## config.mk

```make
export PLATFORM = sky130hd
export DESIGN_NAME = json_string_unescape_utf8_core
export DESIGN_NICKNAME = d
export VERILOG_FILES = /design/src/hdl/jsu_pkg.sv /design/src/hdl/json_string_unescape_utf8_core.sv /design/src/hdl/jsu_front.sv /design/src/hdl/jsu_fifo.sv /design/src/hdl/jsu_back.sv
export SDC_FILE = /design/constraint.sdc
export NUM_CORES = 1
export LEC_CHECK = 0
export ABC_AREA = 1
export BUFFER_PORTS_ARGS = -buffer_cell sky130_fd_sc_hd__buf_2
export CORE_ASPECT_RATIO = 1.25
export CORE_MARGIN = 2
export CORE_UTILIZATION = 45
export CTS_BUF_LIST = sky130_fd_sc_hd__clkbuf_8
export DETAILED_ROUTE_END_ITERATION = 8
export GPL_ROUTABILITY_DRIVEN = 0
export SLEW_MARGIN = 20
export SYNTH_ARGS = -nofsm -noshare
export SYNTH_HDL_FRONTEND = slang
export SYNTH_SLANG_ARGS = --single-unit
```

## constraint.sdc

```tcl
create_clock -name clk -period 9.7 [get_ports clk]
set_clock_uncertainty 0.15 [all_clocks]
set_input_delay 0.485 -clock clk [delete_from_list [all_inputs] [get_ports clk]]
set_output_delay 0.485 -clock clk [all_outputs]
set_load 0.05 [all_outputs]
```

## src/hdl/jsu_pkg.sv

```systemverilog
// Shared types and constants for the JSON string unescaper.
package jsu_pkg;

	// Decoder phases of the front end
	typedef enum logic [2:0] {
		PH_NORMAL,
		PH_ESCAPE,
		PH_HEX1,
		PH_WAIT_BS,
		PH_WAIT_U,
		PH_HEX2
	} phase_t;

	// Result kinds
	localparam logic [1:0] KIND_DATA  = 2'd0;
	localparam logic [1:0] KIND_QUOTE = 2'd1;
	localparam logic [1:0] KIND_NUL   = 2'd2;
	localparam logic [1:0] KIND_ERROR = 2'd3;

	// Error codes
	localparam logic [1:0] ERR_NONE = 2'd0;
	localparam logic [1:0] ERR_HEX  = 2'd1;
	localparam logic [1:0] ERR_CODE = 2'd2;
	localparam logic [1:0] ERR_SURR = 2'd3;

	// Characters with a special meaning
	localparam logic [7:0] CH_NUL    = 8'h00;
	localparam logic [7:0] CH_QUOTE  = 8'h22;
	localparam logic [7:0] CH_BSLASH = 8'h5C;
	localparam logic [7:0] CH_LC_B   = 8'h62;
	localparam logic [7:0] CH_LC_F   = 8'h66;
	localparam logic [7:0] CH_LC_N   = 8'h6E;
	localparam logic [7:0] CH_LC_R   = 8'h72;
	localparam logic [7:0] CH_LC_T   = 8'h74;
	localparam logic [7:0] CH_LC_U   = 8'h75;

	// Control codes the short escapes map to
	localparam logic [7:0] CTL_BS = 8'h08;
	localparam logic [7:0] CTL_FF = 8'h0C;
	localparam logic [7:0] CTL_LF = 8'h0A;
	localparam logic [7:0] CTL_CR = 8'h0D;
	localparam logic [7:0] CTL_HT = 8'h09;

	// Code point bounds
	localparam int unsigned CpWidth = 21;
	localparam logic [15:0] LOW_SURR_MIN  = 16'hDC00;
	localparam logic [15:0] LOW_SURR_MAX  = 16'hDFFF;
	localparam logic [15:0] HIGH_SURR_MIN = 16'hD800;
	localparam logic [15:0] HIGH_SURR_MAX = 16'hDBFF;
	localparam logic [CpWidth-1:0] SUPP_BASE = 21'h10000;

	// Command queue geometry
	localparam int unsigned FifoDepth = 4;
	localparam int unsigned FifoAw    = $clog2(FifoDepth);

	// One command from front to back: a single result, or a code point to encode
	typedef struct packed {
		logic               is_cp;
		logic [1:0]         kind;
		logic [7:0]         data;
		logic [1:0]         err;
		logic [CpWidth-1:0] cp;
	} cmd_t;

endpackage

```

## src/hdl/json_string_unescape_utf8_core.sv

```systemverilog
// Top level of the JSON string unescaper with UTF-8 output.
//
// Input channel: one byte of a JSON string body per beat (char_in), starting
// after the opening quote, with in_valid/in_ready. Output channel: result
// beats (kind, out_byte, error_code, last) with out_valid/out_ready; last
// marks the final beat caused by one input byte. A byte may cause no beat
// (backslash, partial hex escape, completed high surrogate), one beat, or up
// to four UTF-8 bytes for a completed code point.
// A decoder front takes one byte every cycle while the queue has room and
// writes a command into a four-entry queue; an encoder back drains the queue
// at one beat per cycle while beats are taken. With the queue empty, a
// byte's command enters the queue as the byte is accepted, and its first
// beat is then registered. in_ready falls only when the queue is full.
// When the receiver stalls, the output beat holds and the queue fills; the
// front keeps taking bytes until the queue has no room.
// Reset clears the decoder to normal text and empties the queue and output.
module json_string_unescape_utf8_core (
	input  logic       clk,
	input  logic       arst_n,
	input  logic       in_valid,
	output logic       in_ready,
	input  logic [7:0] char_in,
	output logic       out_valid,
	input  logic       out_ready,
	output logic [1:0] kind,
	output logic [7:0] out_byte,
	output logic [1:0] error_code,
	output logic       last
);
	import jsu_pkg::*;

	cmd_t wr_cmd;
	cmd_t head;
	logic push;
	logic pop;
	logic full;
	logic empty;

	// Decoder front
	jsu_front u_front (
		.clk      (clk),
		.arst_n   (arst_n),
		.char_in  (char_in),
		.in_valid (in_valid),
		.in_ready (in_ready),
		.full     (full),
		.push     (push),
		.cmd      (wr_cmd)
	);

	// Command queue
	jsu_fifo u_fifo (
		.clk    (clk),
		.arst_n (arst_n),
		.push   (push),
		.wr_cmd (wr_cmd),
		.pop    (pop),
		.head   (head),
		.full   (full),
		.empty  (empty)
	);

	// Encoder back
	jsu_back u_back (
		.clk        (clk),
		.arst_n     (arst_n),
		.head       (head),
		.empty      (empty),
		.pop        (pop),
		.out_valid  (out_valid),
		.out_ready  (out_ready),
		.kind       (kind),
		.out_byte   (out_byte),
		.error_code (error_code),
		.last       (last)
	);

endmodule

```

## src/hdl/jsu_front.sv

```systemverilog
// Front end: accepts string bytes, runs the escape decoder, issues commands.
module jsu_front (
	input  logic          clk,
	input  logic          arst_n,
	input  logic [7:0]    char_in,
	input  logic          in_valid,
	output logic          in_ready,
	input  logic          full,
	output logic          push,
	output jsu_pkg::cmd_t cmd
);
	import jsu_pkg::*;

	phase_t      phase_q, phase_d;
	logic [1:0]  hex_cnt_q, hex_cnt_d;
	logic [15:0] first_q, first_d;
	logic [15:0] second_q, second_d;
	logic        accept;
	logic        emit;
	logic        hex_ok;
	logic [3:0]  hex_val;
	logic [15:0] unit_new;

	assign in_ready = !full;
	assign accept   = in_valid && !full;
	assign push     = accept && emit;

	// Decode one hex digit
	always_comb begin
		hex_ok  = 1'b1;
		hex_val = 4'd0;
		if (char_in inside {[8'h30:8'h39]}) begin
			hex_val = 4'(char_in - 8'h30);
		end else if (char_in inside {[8'h61:8'h66]}) begin
			hex_val = 4'(char_in - 8'h61 + 8'd10);
		end else if (char_in inside {[8'h41:8'h46]}) begin
			hex_val = 4'(char_in - 8'h41 + 8'd10);
		end else begin
			hex_ok = 1'b0;
		end
	end

	// Shift the digit into the unit being built
	always_comb begin
		if (phase_q == PH_HEX2) begin
			unit_new = {second_q[11:0], hex_val};
		end else begin
			unit_new = {first_q[11:0], hex_val};
		end
	end

	// Hold decoder state until an input byte is accepted
	always_ff @(posedge clk or negedge arst_n) begin
		if (!arst_n) begin
			phase_q   <= PH_NORMAL;
			hex_cnt_q <= 2'd0;
			first_q   <= 16'd0;
			second_q  <= 16'd0;
		end else if (accept) begin
			phase_q   <= phase_d;
			hex_cnt_q <= hex_cnt_d;
			first_q   <= first_d;
			second_q  <= second_d;
		end
	end

	// Next phase and command for the current byte
	always_comb begin
		phase_d   = phase_q;
		hex_cnt_d = hex_cnt_q;
		first_d   = first_q;
		second_d  = second_q;
		emit      = 1'b0;
		cmd       = '0;
		case (phase_q)
			PH_ESCAPE: begin
				phase_d  = PH_NORMAL;
				emit     = 1'b1;
				cmd.kind = KIND_DATA;
				case (char_in)
					CH_NUL:  cmd.kind = KIND_NUL;
					CH_LC_B: cmd.data = CTL_BS;
					CH_LC_F: cmd.data = CTL_FF;
					CH_LC_N: cmd.data = CTL_LF;
					CH_LC_R: cmd.data = CTL_CR;
					CH_LC_T: cmd.data = CTL_HT;
					CH_LC_U: begin
						emit      = 1'b0;
						phase_d   = PH_HEX1;
						hex_cnt_d = 2'd0;
						first_d   = 16'd0;
					end
					default: cmd.data = char_in;
				endcase
			end
			PH_HEX1, PH_HEX2: begin
				if (!hex_ok) begin
					emit      = 1'b1;
					cmd.kind  = KIND_ERROR;
					cmd.err   = ERR_HEX;
					phase_d   = PH_NORMAL;
					hex_cnt_d = 2'd0;
				end else begin
					if (phase_q == PH_HEX2) begin
						second_d = unit_new;
					end else begin
						first_d = unit_new;
					end
					if (hex_cnt_q != 2'd3) begin
						hex_cnt_d = hex_cnt_q + 2'd1;
					end else begin
						hex_cnt_d = 2'd0;
						if (phase_q == PH_HEX2) begin
							emit      = 1'b1;
							cmd.is_cp = 1'b1;
							cmd.cp    = SUPP_BASE + {1'b0, first_q[9:0], unit_new[9:0]};
							phase_d   = PH_NORMAL;
						end else if (unit_new inside {[LOW_SURR_MIN:LOW_SURR_MAX]}
								|| unit_new == 16'd0) begin
							emit     = 1'b1;
							cmd.kind = KIND_ERROR;
							cmd.err  = ERR_CODE;
							phase_d  = PH_NORMAL;
						end else if (unit_new inside {[HIGH_SURR_MIN:HIGH_SURR_MAX]}) begin
							phase_d = PH_WAIT_BS;
						end else begin
							emit      = 1'b1;
							cmd.is_cp = 1'b1;
							cmd.cp    = {5'd0, unit_new};
							phase_d   = PH_NORMAL;
						end
					end
				end
			end
			PH_WAIT_BS: begin
				if (char_in != CH_BSLASH) begin
					emit      = 1'b1;
					cmd.kind  = KIND_ERROR;
					cmd.err   = ERR_SURR;
					phase_d   = PH_NORMAL;
					hex_cnt_d = 2'd0;
				end else begin
					phase_d = PH_WAIT_U;
				end
			end
			PH_WAIT_U: begin
				if (char_in != CH_LC_U) begin
					emit      = 1'b1;
					cmd.kind  = KIND_ERROR;
					cmd.err   = ERR_SURR;
					phase_d   = PH_NORMAL;
					hex_cnt_d = 2'd0;
				end else begin
					phase_d   = PH_HEX2;
					hex_cnt_d = 2'd0;
					second_d  = 16'd0;
				end
			end
			default: begin
				phase_d = PH_NORMAL;
				emit    = 1'b1;
				case (char_in)
					CH_QUOTE:  cmd.kind = KIND_QUOTE;
					CH_NUL:    cmd.kind = KIND_NUL;
					CH_BSLASH: begin
						emit    = 1'b0;
						phase_d = PH_ESCAPE;
					end
					default: begin
						cmd.kind = KIND_DATA;
						cmd.data = char_in;
					end
				endcase
			end
		endcase
	end

endmodule

```

## src/hdl/jsu_fifo.sv

```systemverilog
// Short command queue between the decoder front and the encoder back.
module jsu_fifo (
	input  logic          clk,
	input  logic          arst_n,
	input  logic          push,
	input  jsu_pkg::cmd_t wr_cmd,
	input  logic          pop,
	output jsu_pkg::cmd_t head,
	output logic          full,
	output logic          empty
);
	import jsu_pkg::*;

	cmd_t              mem_q [FifoDepth];
	logic [FifoAw-1:0] wr_ptr_q;
	logic [FifoAw-1:0] rd_ptr_q;
	logic [FifoAw:0]   count_q;

	assign full  = (count_q == (FifoAw+1)'(FifoDepth));
	assign empty = (count_q == '0);
	assign head  = mem_q[rd_ptr_q];

	// Write the entry at the tail
	always_ff @(posedge clk) begin
		if (push) begin
			mem_q[wr_ptr_q] <= wr_cmd;
		end
	end

	// Advance pointers and count
	always_ff @(posedge clk or negedge arst_n) begin
		if (!arst_n) begin
			wr_ptr_q <= '0;
			rd_ptr_q <= '0;
			count_q  <= '0;
		end else begin
			if (push) begin
				wr_ptr_q <= wr_ptr_q + 1'b1;
			end
			if (pop) begin
				rd_ptr_q <= rd_ptr_q + 1'b1;
			end
			if (push && !pop) begin
				count_q <= count_q + 1'b1;
			end else if (pop && !push) begin
				count_q <= count_q - 1'b1;
			end
		end
	end

endmodule

```

## src/hdl/jsu_back.sv

```systemverilog
// Back end: turns queued commands into result beats, UTF-8 one byte a beat.
module jsu_back (
	input  logic          clk,
	input  logic          arst_n,
	input  jsu_pkg::cmd_t head,
	input  logic          empty,
	output logic          pop,
	output logic          out_valid,
	input  logic          out_ready,
	output logic [1:0]    kind,
	output logic [7:0]    out_byte,
	output logic [1:0]    error_code,
	output logic          last
);
	import jsu_pkg::*;

	logic       out_valid_q;
	logic [1:0] kind_q;
	logic [7:0] byte_q;
	logic [1:0] err_q;
	logic       last_q;
	logic [1:0] idx_q;
	logic       load;
	logic       take;
	logic [1:0] len_m1;
	logic [1:0] shift_sel;
	logic [7:0] lead_byte;
	logic [7:0] cont_byte;
	logic [7:0] beat_byte;
	logic       beat_last;

	assign out_valid  = out_valid_q;
	assign kind       = kind_q;
	assign out_byte   = byte_q;
	assign error_code = err_q;
	assign last       = last_q;

	assign load = !out_valid_q || out_ready;
	assign take = load && !empty;
	assign pop  = take && beat_last;

	// Size the UTF-8 sequence
	always_comb begin
		if (head.cp < 21'h80) begin
			len_m1    = 2'd0;
			lead_byte = head.cp[7:0];
		end else if (head.cp < 21'h800) begin
			len_m1    = 2'd1;
			lead_byte = 8'hC0 | {3'd0, head.cp[10:6]};
		end else if (head.cp < 21'h10000) begin
			len_m1    = 2'd2;
			lead_byte = 8'hE0 | {4'd0, head.cp[15:12]};
		end else begin
			len_m1    = 2'd3;
			lead_byte = 8'hF0 | {5'd0, head.cp[20:18]};
		end
	end

	// Pick the continuation byte for the current position
	always_comb begin
		shift_sel = len_m1 - idx_q;
		case (shift_sel)
			2'd0:    cont_byte = 8'h80 | {2'd0, head.cp[5:0]};
			2'd1:    cont_byte = 8'h80 | {2'd0, head.cp[11:6]};
			2'd2:    cont_byte = 8'h80 | {2'd0, head.cp[17:12]};
			default: cont_byte = 8'h80;
		endcase
	end

	// Form the beat
	always_comb begin
		if (head.is_cp) begin
			beat_byte = (idx_q == 2'd0) ? lead_byte : cont_byte;
			beat_last = (idx_q == len_m1);
		end else begin
			beat_byte = head.data;
			beat_last = 1'b1;
		end
	end

	// Hold the output beat until taken; advance position in the sequence
	always_ff @(posedge clk or negedge arst_n) begin
		if (!arst_n) begin
			out_valid_q <= 1'b0;
			idx_q       <= 2'd0;
		end else begin
			if (load) begin
				out_valid_q <= !empty;
			end
			if (take) begin
				idx_q <= beat_last ? 2'd0 : idx_q + 2'd1;
			end
		end
	end

	// Load beat payload
	always_ff @(posedge clk) begin
		if (take) begin
			kind_q <= head.is_cp ? KIND_DATA : head.kind;
			byte_q <= beat_byte;
			err_q  <= head.is_cp ? ERR_NONE : head.err;
			last_q <= beat_last;
		end
	end

endmodule
```

==> flow_metrics.py, run 1 <==
metrics = {
    "final_layout": {
        "diodes": 0,
        "fillers": 1783,
        "final_util": 0.501,
        "layout_commonest_cell": "nand2_1",
        "final_nets": 968,
        "layout-drive-gt1-share": 0.0912,
        "area_growth_pct": 9.04,
        "fin_area_mm2": 0.00975,
        "layout_common_cells": "nand2_1, edfxtp_1, nor2_1, inv_1",
    },
    "clocking": {
        "cts_tree": "built",
        "cts_made_buffers": 17,
        "postCtsSetupBuffers": 0,
        "clk_path_buf_depth": 2,
        "clk_latency_ns": 0.46,
        "htree_levels": 4,
        "clkSlewWorstSetupHoldPaths_ns": 0.10,
        "cts-root-buf": "clkbuf_8",
        "cts.sinks": 188,
        "cts_resized": 0,
    },
    "global_routing": {
        "grt_max_degree": 73,
        "first_global_vias": 6263,
        "grt_use_total": 0.206,
        "overflow": 0,
        "antenna_found_initial": 0,
        "grt_pass1_wl_mm": 32.6,
    },
    "logic_synthesis": {
        "synthesis.area_mm2": 0.00895,
        "synth-seq-area-share": 0.609,
        "synth.top_cell.area_share": 0.500,
        "synth_fa_ha_area_frac": 0.0218,
        "synth-xor-area-share": 0.00783,
        "avgSynthCellArea_um2": 9.75,
        "ys_ff_latch": 188,
        "synth_fp_nets": 945,
        "syn_inst": 918,
        "ys_warn_count": 0,
        "synth_mux_area_frac": 0,
        "synthTopCellsByArea": "edfxtp_1, dfrtp_1, nand2_1",
        "synth_top_family_by_area": "simple AND/OR/NAND/NOR gates",
        "synth_top_cell_by_area": "edfxtp_1",
        "yosysUniqueCellTypes": 44,
        "async_flop_share": 0.207,
        "synth_compound_area_frac": 0.0992,
        "synth_edf_count": 149,
        "yosys.area_share.simple": 0.199,
        "synthFlopType": "edfxtp_1",
    },
    "sta": {
        "period_needed_ns": 4.22,
        "slew_violations": 0,
        "slew_headroom": 0.480,
        "hold_viol_final": 0,
        "worst_slack_ns": 5.48,
        "setup_viol": 0,
        "worst_pin_slew_ns": 0.774,
        "fin_crit_sh": 0.436,
        "max_freq_ghz": 0.237,
        "setup_tns_ns": 0,
        "rsz0062_at_grt": "no",
    },
    "drt": {
        "drtAntennaViolNets": 0,
        "first_pass_iters": 5,
        "post_drt_wl_per_cell_um": 16.8,
        "vias": 6500,
        "dr.first_iter.drc_count": 488,
        "vias_per_cell": 5.33,
        "post-route-drc-count": 0,
        "wl_mm": 20.5,
    },
    "run": {
        "drv_cap": 0,
    },
    "run_status": {
        "outcome": "complete, no violations",
    },
    "setup_path": {
        "cp_cell_sequence": "buf_4 > inv_1 > buf_4 > nand3_1 > nand2_1 > nand3_1 > nor2_4 > inv_1 > a21oi_1 > ha_1 > inv_1 > o21ai_2 > nand2_2 > ha_1 > inv_1 > fa_1 > a21oi_1 > o21ai_0 > xor2_1",
        "required_ns": 9.90,
        "crit_top_cell": "inv_1",
        "worstSetupPathType": "reg2reg",
        "critical_path.max_stage_delay_ns": 0.43,
        "slowest_stage": "fa_1",
        "startpoint_type": "flop",
        "crit_path_end_kind": "flop",
        "arrival_ns": 4.42,
        "crit_fanout": 38,
    },
    "power_and_ir_drop": {
        "ir_worst_vdd_mv": 0.159,
        "powerDensity_mw_per_mm2": 265,
        "p_leak_uw": 0.00396,
    },
    "placement": {
        "portBuffers": 26,
        "place_ws_ns": 5.47,
        "dp_hpwl_mm": 14.3,
        "place_area_mm2": 0.00934,
    },
    "floorplanning": {
        "start_util": 0.459,
        "placeableCoreArea_mm2": 0.0195,
        "io_pins": 27,
        "dieWidth_um": 130,
        "fp-row-count": 57,
        "dieArea_mm2": 0.0210,
        "die_h_um": 162,
    },
    "hold_path": {
        "holdCritPathClass": "reg2reg",
    },
}
per-stage QoR:
stage,hold WS [ns],instances,total power (uW)
floorplan,0.0394,918,1840
global placement,0.318,1184,2090
detailed placement,0.320,1185,2100
CTS,0.0341,1217,2600
global route,0.356,1219,2750
finish,0.335,1219,2590
where the power goes:
part	internal, uW	switching [uW]	leakage (uW)
registers	1040	39.3	0.00196
logic	274	732	0.00180
clock network	229	272	0.000200
per-layer routing:
| metal | wire, um | track usage | part of all wire |
|---|---|---|---|
| met1 | 8840 | 0.267 | 0.43 |
| met2 | 10200 | 0.337 | 0.50 |
| met3 | 896 | 0.0394 | 0.044 |
| met5 | 0 | 0 | 0 |
| met4 | 563 | 0.0860 | 0.027 |
worst paths after layout:
path | start | to | slack [ns] | cells past startpoint
max reg2reg | u_fifo.rd_ptr_q[1] | u_fifo.count_q[2] | 5.48 | 19
max | u_fifo.rd_ptr_q[1] | u_fifo.count_q[2] | 5.48 | 19
min in group asynchronous | arst_n | u_fifo.count_q[2] | 0.39 | 2
max in group asynchronous | arst_n | u_front.first_q[7] | 8.57 | 2
min | u_front.second_q[5] | u_front.second_q[5] | 0.34 | 2
min reg2reg | u_front.second_q[5] | u_front.second_q[5] | 0.34 | 2
cell families after synthesis:
group,count (synthesis)
buf+inv,131
xor+xnor,8
compound gates,159
simple gates,417
fa+ha+maj,15
flops,188
final cells by class:
class,instances,area [um2],share of cell area
Inverter,99,374,0.0384
Multi-Input combinational cell,599,2970,0.305
Sequential cell,188,5450,0.559
Timing Repair Buffer,36,243,0.0249
Tap cell,265,332,0.0340
Clock buffer,17,234,0.0240
Clock inverter,15,150,0.0154
synthesized netlist by cell type, types with 2 or more instances:
library cell,count
buf_6,6
nor2_1,103
nand4_1,13
nand2_1,199
inv_2,2
ha_1,14
buf_2,9
nand3_1,78
dfrtp_1,39
o22ai_1,23
nor4_1,3
a21oi_1,37
nand3b_1,3
clkinv_1,3
nor2_4,3
xor2_1,7
clkbuf_1,14
inv_1,93
edfxtp_1,149
o21ai_0,78
o21ai_1,2
nor2_2,2
nor3_1,7
buf_4,3
nand2_2,3
o211ai_1,2
o31ai_1,6
state kept, by name, summed over array words and instances, names as in the netlist:
register / cells
u_fifo.count_q: 3
u_front.phase_q: 3
u_back.kind: 2
u_back.error_code: 2
u_back.last: 1
u_back.out_valid: 1
u_back.idx_q: 2
u_back.out_byte: 8
u_front.hex_cnt_q: 2
u_front.first_q: 12
u_fifo.rd_ptr_q: 2
u_fifo.wr_ptr_q: 2
u_front.second_q: 12
u_fifo.mem_q: 136
worst max-delay path: cells and delay by family, from the launching register on:
kind,cells,cell delay (ns)
buffers and inverters,6,1.30
adders and majority gates,3,0.96
and+or+nand+nor,5,0.62
AOI/OAI and AO/OA,4,0.55
DFF,1,0.37
xor gates and xnor gates,1,0.15
repair_timing:
item / 4_1_cts / 5_1_grt
hold endpoints to repair: 0 / 39
endpoints found under the setup margin: 0 / 0
hold buffers: 0 / 1
(Power assumes the default switching activity.)
==> inputs of run 2 (changes only) <==
==> constraint.sdc (replaced) <==
create_clock -name clk -period 4.3 [get_ports clk]
set_clock_uncertainty 0.15 [all_clocks]
set_input_delay 0.215 -clock clk [delete_from_list [all_inputs] [get_ports clk]]
set_output_delay 0.215 -clock clk [all_outputs]
set_load 0.05 [all_outputs]
==> run 2 against run 1 <==
  * Routed wire length grew 4.0%
  * Flip-flop and latch count is the same
  * Hold slack lost 0.23 ns
  * Sequential power grew 130%
  * Critical path type unchanged
  * Largest cell class unchanged
  * Highest routed layer unchanged
==> flow_metrics.py, run 2 (synthesis gave the netlist of run 1 again) <==
metrics = {
    "clocking": {
        "clk_latency_ns": 0.46,
        "cts_made_buffers": 17,
        "clk_path_buf_depth": 2,
        "postCtsSetupBuffers": 0,
        "cts.sinks": 188,
        "hold_buffers": 2,
        "htree_levels": 4,
        "clkSlewWorstSetupHoldPaths_ns": 0.10,
        "cts_tree": "built",
        "cts_resized": 0,
        "cts-root-buf": "clkbuf_8",
    },
    "final_layout": {
        "multi_input_area_mm2": 0.00297,
        "final_util": 0.505,
        "regArea_mm2": 0.00545,
        "layout_common_cells": "nand2_1, edfxtp_1, nor2_1, inv_1",
        "area_growth_pct": 9.97,
        "layout_commonest_cell": "nand2_1",
        "layout-drive-gt1-share": 0.104,
        "diodes": 0,
        "top_register": "u_fifo.mem_q",
        "largest_reg_flops": 136,
        "final_nets": 980,
        "fillers": 1816,
        "reg_top3": "u_fifo.mem_q (136), u_front.first_q (12), u_front.second_q (12)",
    },
    "sta": {
        "fin_crit_sh": 0.808,
        "worst_slack_ns": 0.824,
        "slew_headroom": 0.548,
        "setup_tns_ns": 0,
        "max_freq_ghz": 0.288,
        "setup_viol": 0,
        "rsz0062_at_grt": "no",
        "period_needed_ns": 3.48,
        "slew_violations": 0,
        "hold_viol_final": 0,
        "worst_pin_slew_ns": 0.671,
    },
    "setup_path": {
        "startpoint_type": "flop",
        "required_ns": 4.50,
        "arrival_ns": 3.67,
        "crit_fanout": 45,
        "crit_path_end_kind": "flop",
        "worstSetupPathType": "reg2reg",
    },
    "run_status": {
        "outcome": "complete, no violations",
    },
    "power_and_ir_drop": {
        "p_leak_uw": 0.00402,
        "power.internal_uw": 3530,
        "swShare": 0.408,
        "powerDensity_mw_per_mm2": 605,
        "p_comb_frac": 0.390,
        "ir_worst_vdd_mv": 0.296,
        "switching_power_uw": 2420,
        "clock_power_share": 0.200,
        "seq_power_share": 0.410,
    },
    "floorplanning": {
        "io_pins": 27,
        "placeableCoreArea_mm2": 0.0195,
        "start_util": 0.459,
        "dieArea_mm2": 0.0210,
        "die_h_um": 162,
        "fp-row-count": 57,
        "dieWidth_um": 130,
    },
    "placement": {
        "place_ws_ns": 0.696,
        "dp_hpwl_mm": 14.7,
        "portBuffers": 26,
    },
    "drt": {
        "vias_per_cell": 5.36,
        "first_pass_iters": 6,
        "post-route-drc-count": 0,
        "post_drt_wl_per_cell_um": 17.3,
        "drtAntennaViolNets": 0,
        "wl_mm": 21.3,
        "vias": 6601,
        "dr.first_iter.drc_count": 576,
    },
    "hold_path": {
        "holdCritPathClass": "in2reg",
    },
    "global_routing": {
        "grt_max_degree": 46,
        "first_global_vias": 6527,
        "grt_use_total": 0.216,
        "grt_pass1_wl_mm": 34.3,
        "antenna_found_initial": 0,
        "overflow": 0,
    },
    "run": {
        "drv_cap": 0,
    },
}
==> run 2: through the flow <==
stage | instance area, um2 | instances | power (uW) | hold slack, ns
4_1_cts | 9840 | 1231 | 6000 | 0.0717
6_report | 9840 | 1231 | 5950 | 0.104
3_5_place_dp | 9410 | 1197 | 4820 | 0.321
2_1_floorplan | 8950 | 918 | 4160 | -0.231
5_1_grt | 9840 | 1231 | 6350 | 0.101
3_3_place_gp | 9410 | 1197 | 4800 | 0.314
==> run 2: cell type report <==
type	instances	area share
clock buffer	17	0.0238
clock inverter	15	0.0177
inverter	99	0.0380
multi-input combinational	599	0.302
sequential	188	0.554
tap	265	0.0337
timing repair buffer	48	0.0308
==> run 2: path summary, 6_finish.rpt <==
kind	slack [ns]	from	end	cells past startpoint
setup / recovery	0.82	u_fifo.rd_ptr_q[0]	u_fifo.count_q[2]	18
setup reg to reg	0.82	u_fifo.rd_ptr_q[0]	u_fifo.count_q[2]	18
hold / removal	0.10	char_in[6]	u_fifo.mem_q[2][29]	3
max in group asynchronous	3.43	arst_n	u_front.first_q[8]	2
min in group asynchronous	0.13	arst_n	u_back.idx_q[1]	2
hold reg to reg	0.34	u_front.second_q[5]	u_front.second_q[5]	2
==> run 2: per-layer routing <==
| metal | routed length (um) | track usage | vias up |
|---|---|---|---|
| li1 | - | - | 3206 |
| met1 | 9120 | 0.273 | 3183 |
| met2 | 10700 | 0.371 | 175 |
| met3 | 960 | 0.0414 | 37 |
| met4 | 495 | 0.0738 | 0 |
| met5 | 0 | 0 | - |
==> run 2: power by group through the flow <==
stage | Combinational [uW] | Clock [uW] | Sequential [uW]
final | 2320 | 1190 | 2440
after global routing | 2590 | 1290 | 2470
after CTS | 2340 | 1220 | 2440
after detailed placement | 2340 | 0 | 2480
after global placement | 2320 | 0 | 2480
after floorplan | 1450 | 0 | 2710
==> run 2: critical path, cell delays in order (launching register included) <==
cell and delay [ns]:
dfrtp_2 0.44, inv_4 0.33, nand2_1 0.11, nand3_1 0.09
nand2_1 0.08, nand3_1 0.13, nor2_4 0.06, inv_1 0.12
a21oi_1 0.06, ha_1 0.30, inv_1 0.19, o21ai_2 0.15
nand2_2 0.13, ha_1 0.15, inv_1 0.07, fa_1 0.43
a21oi_1 0.14, o21ai_0 0.10, xor2_1 0.15
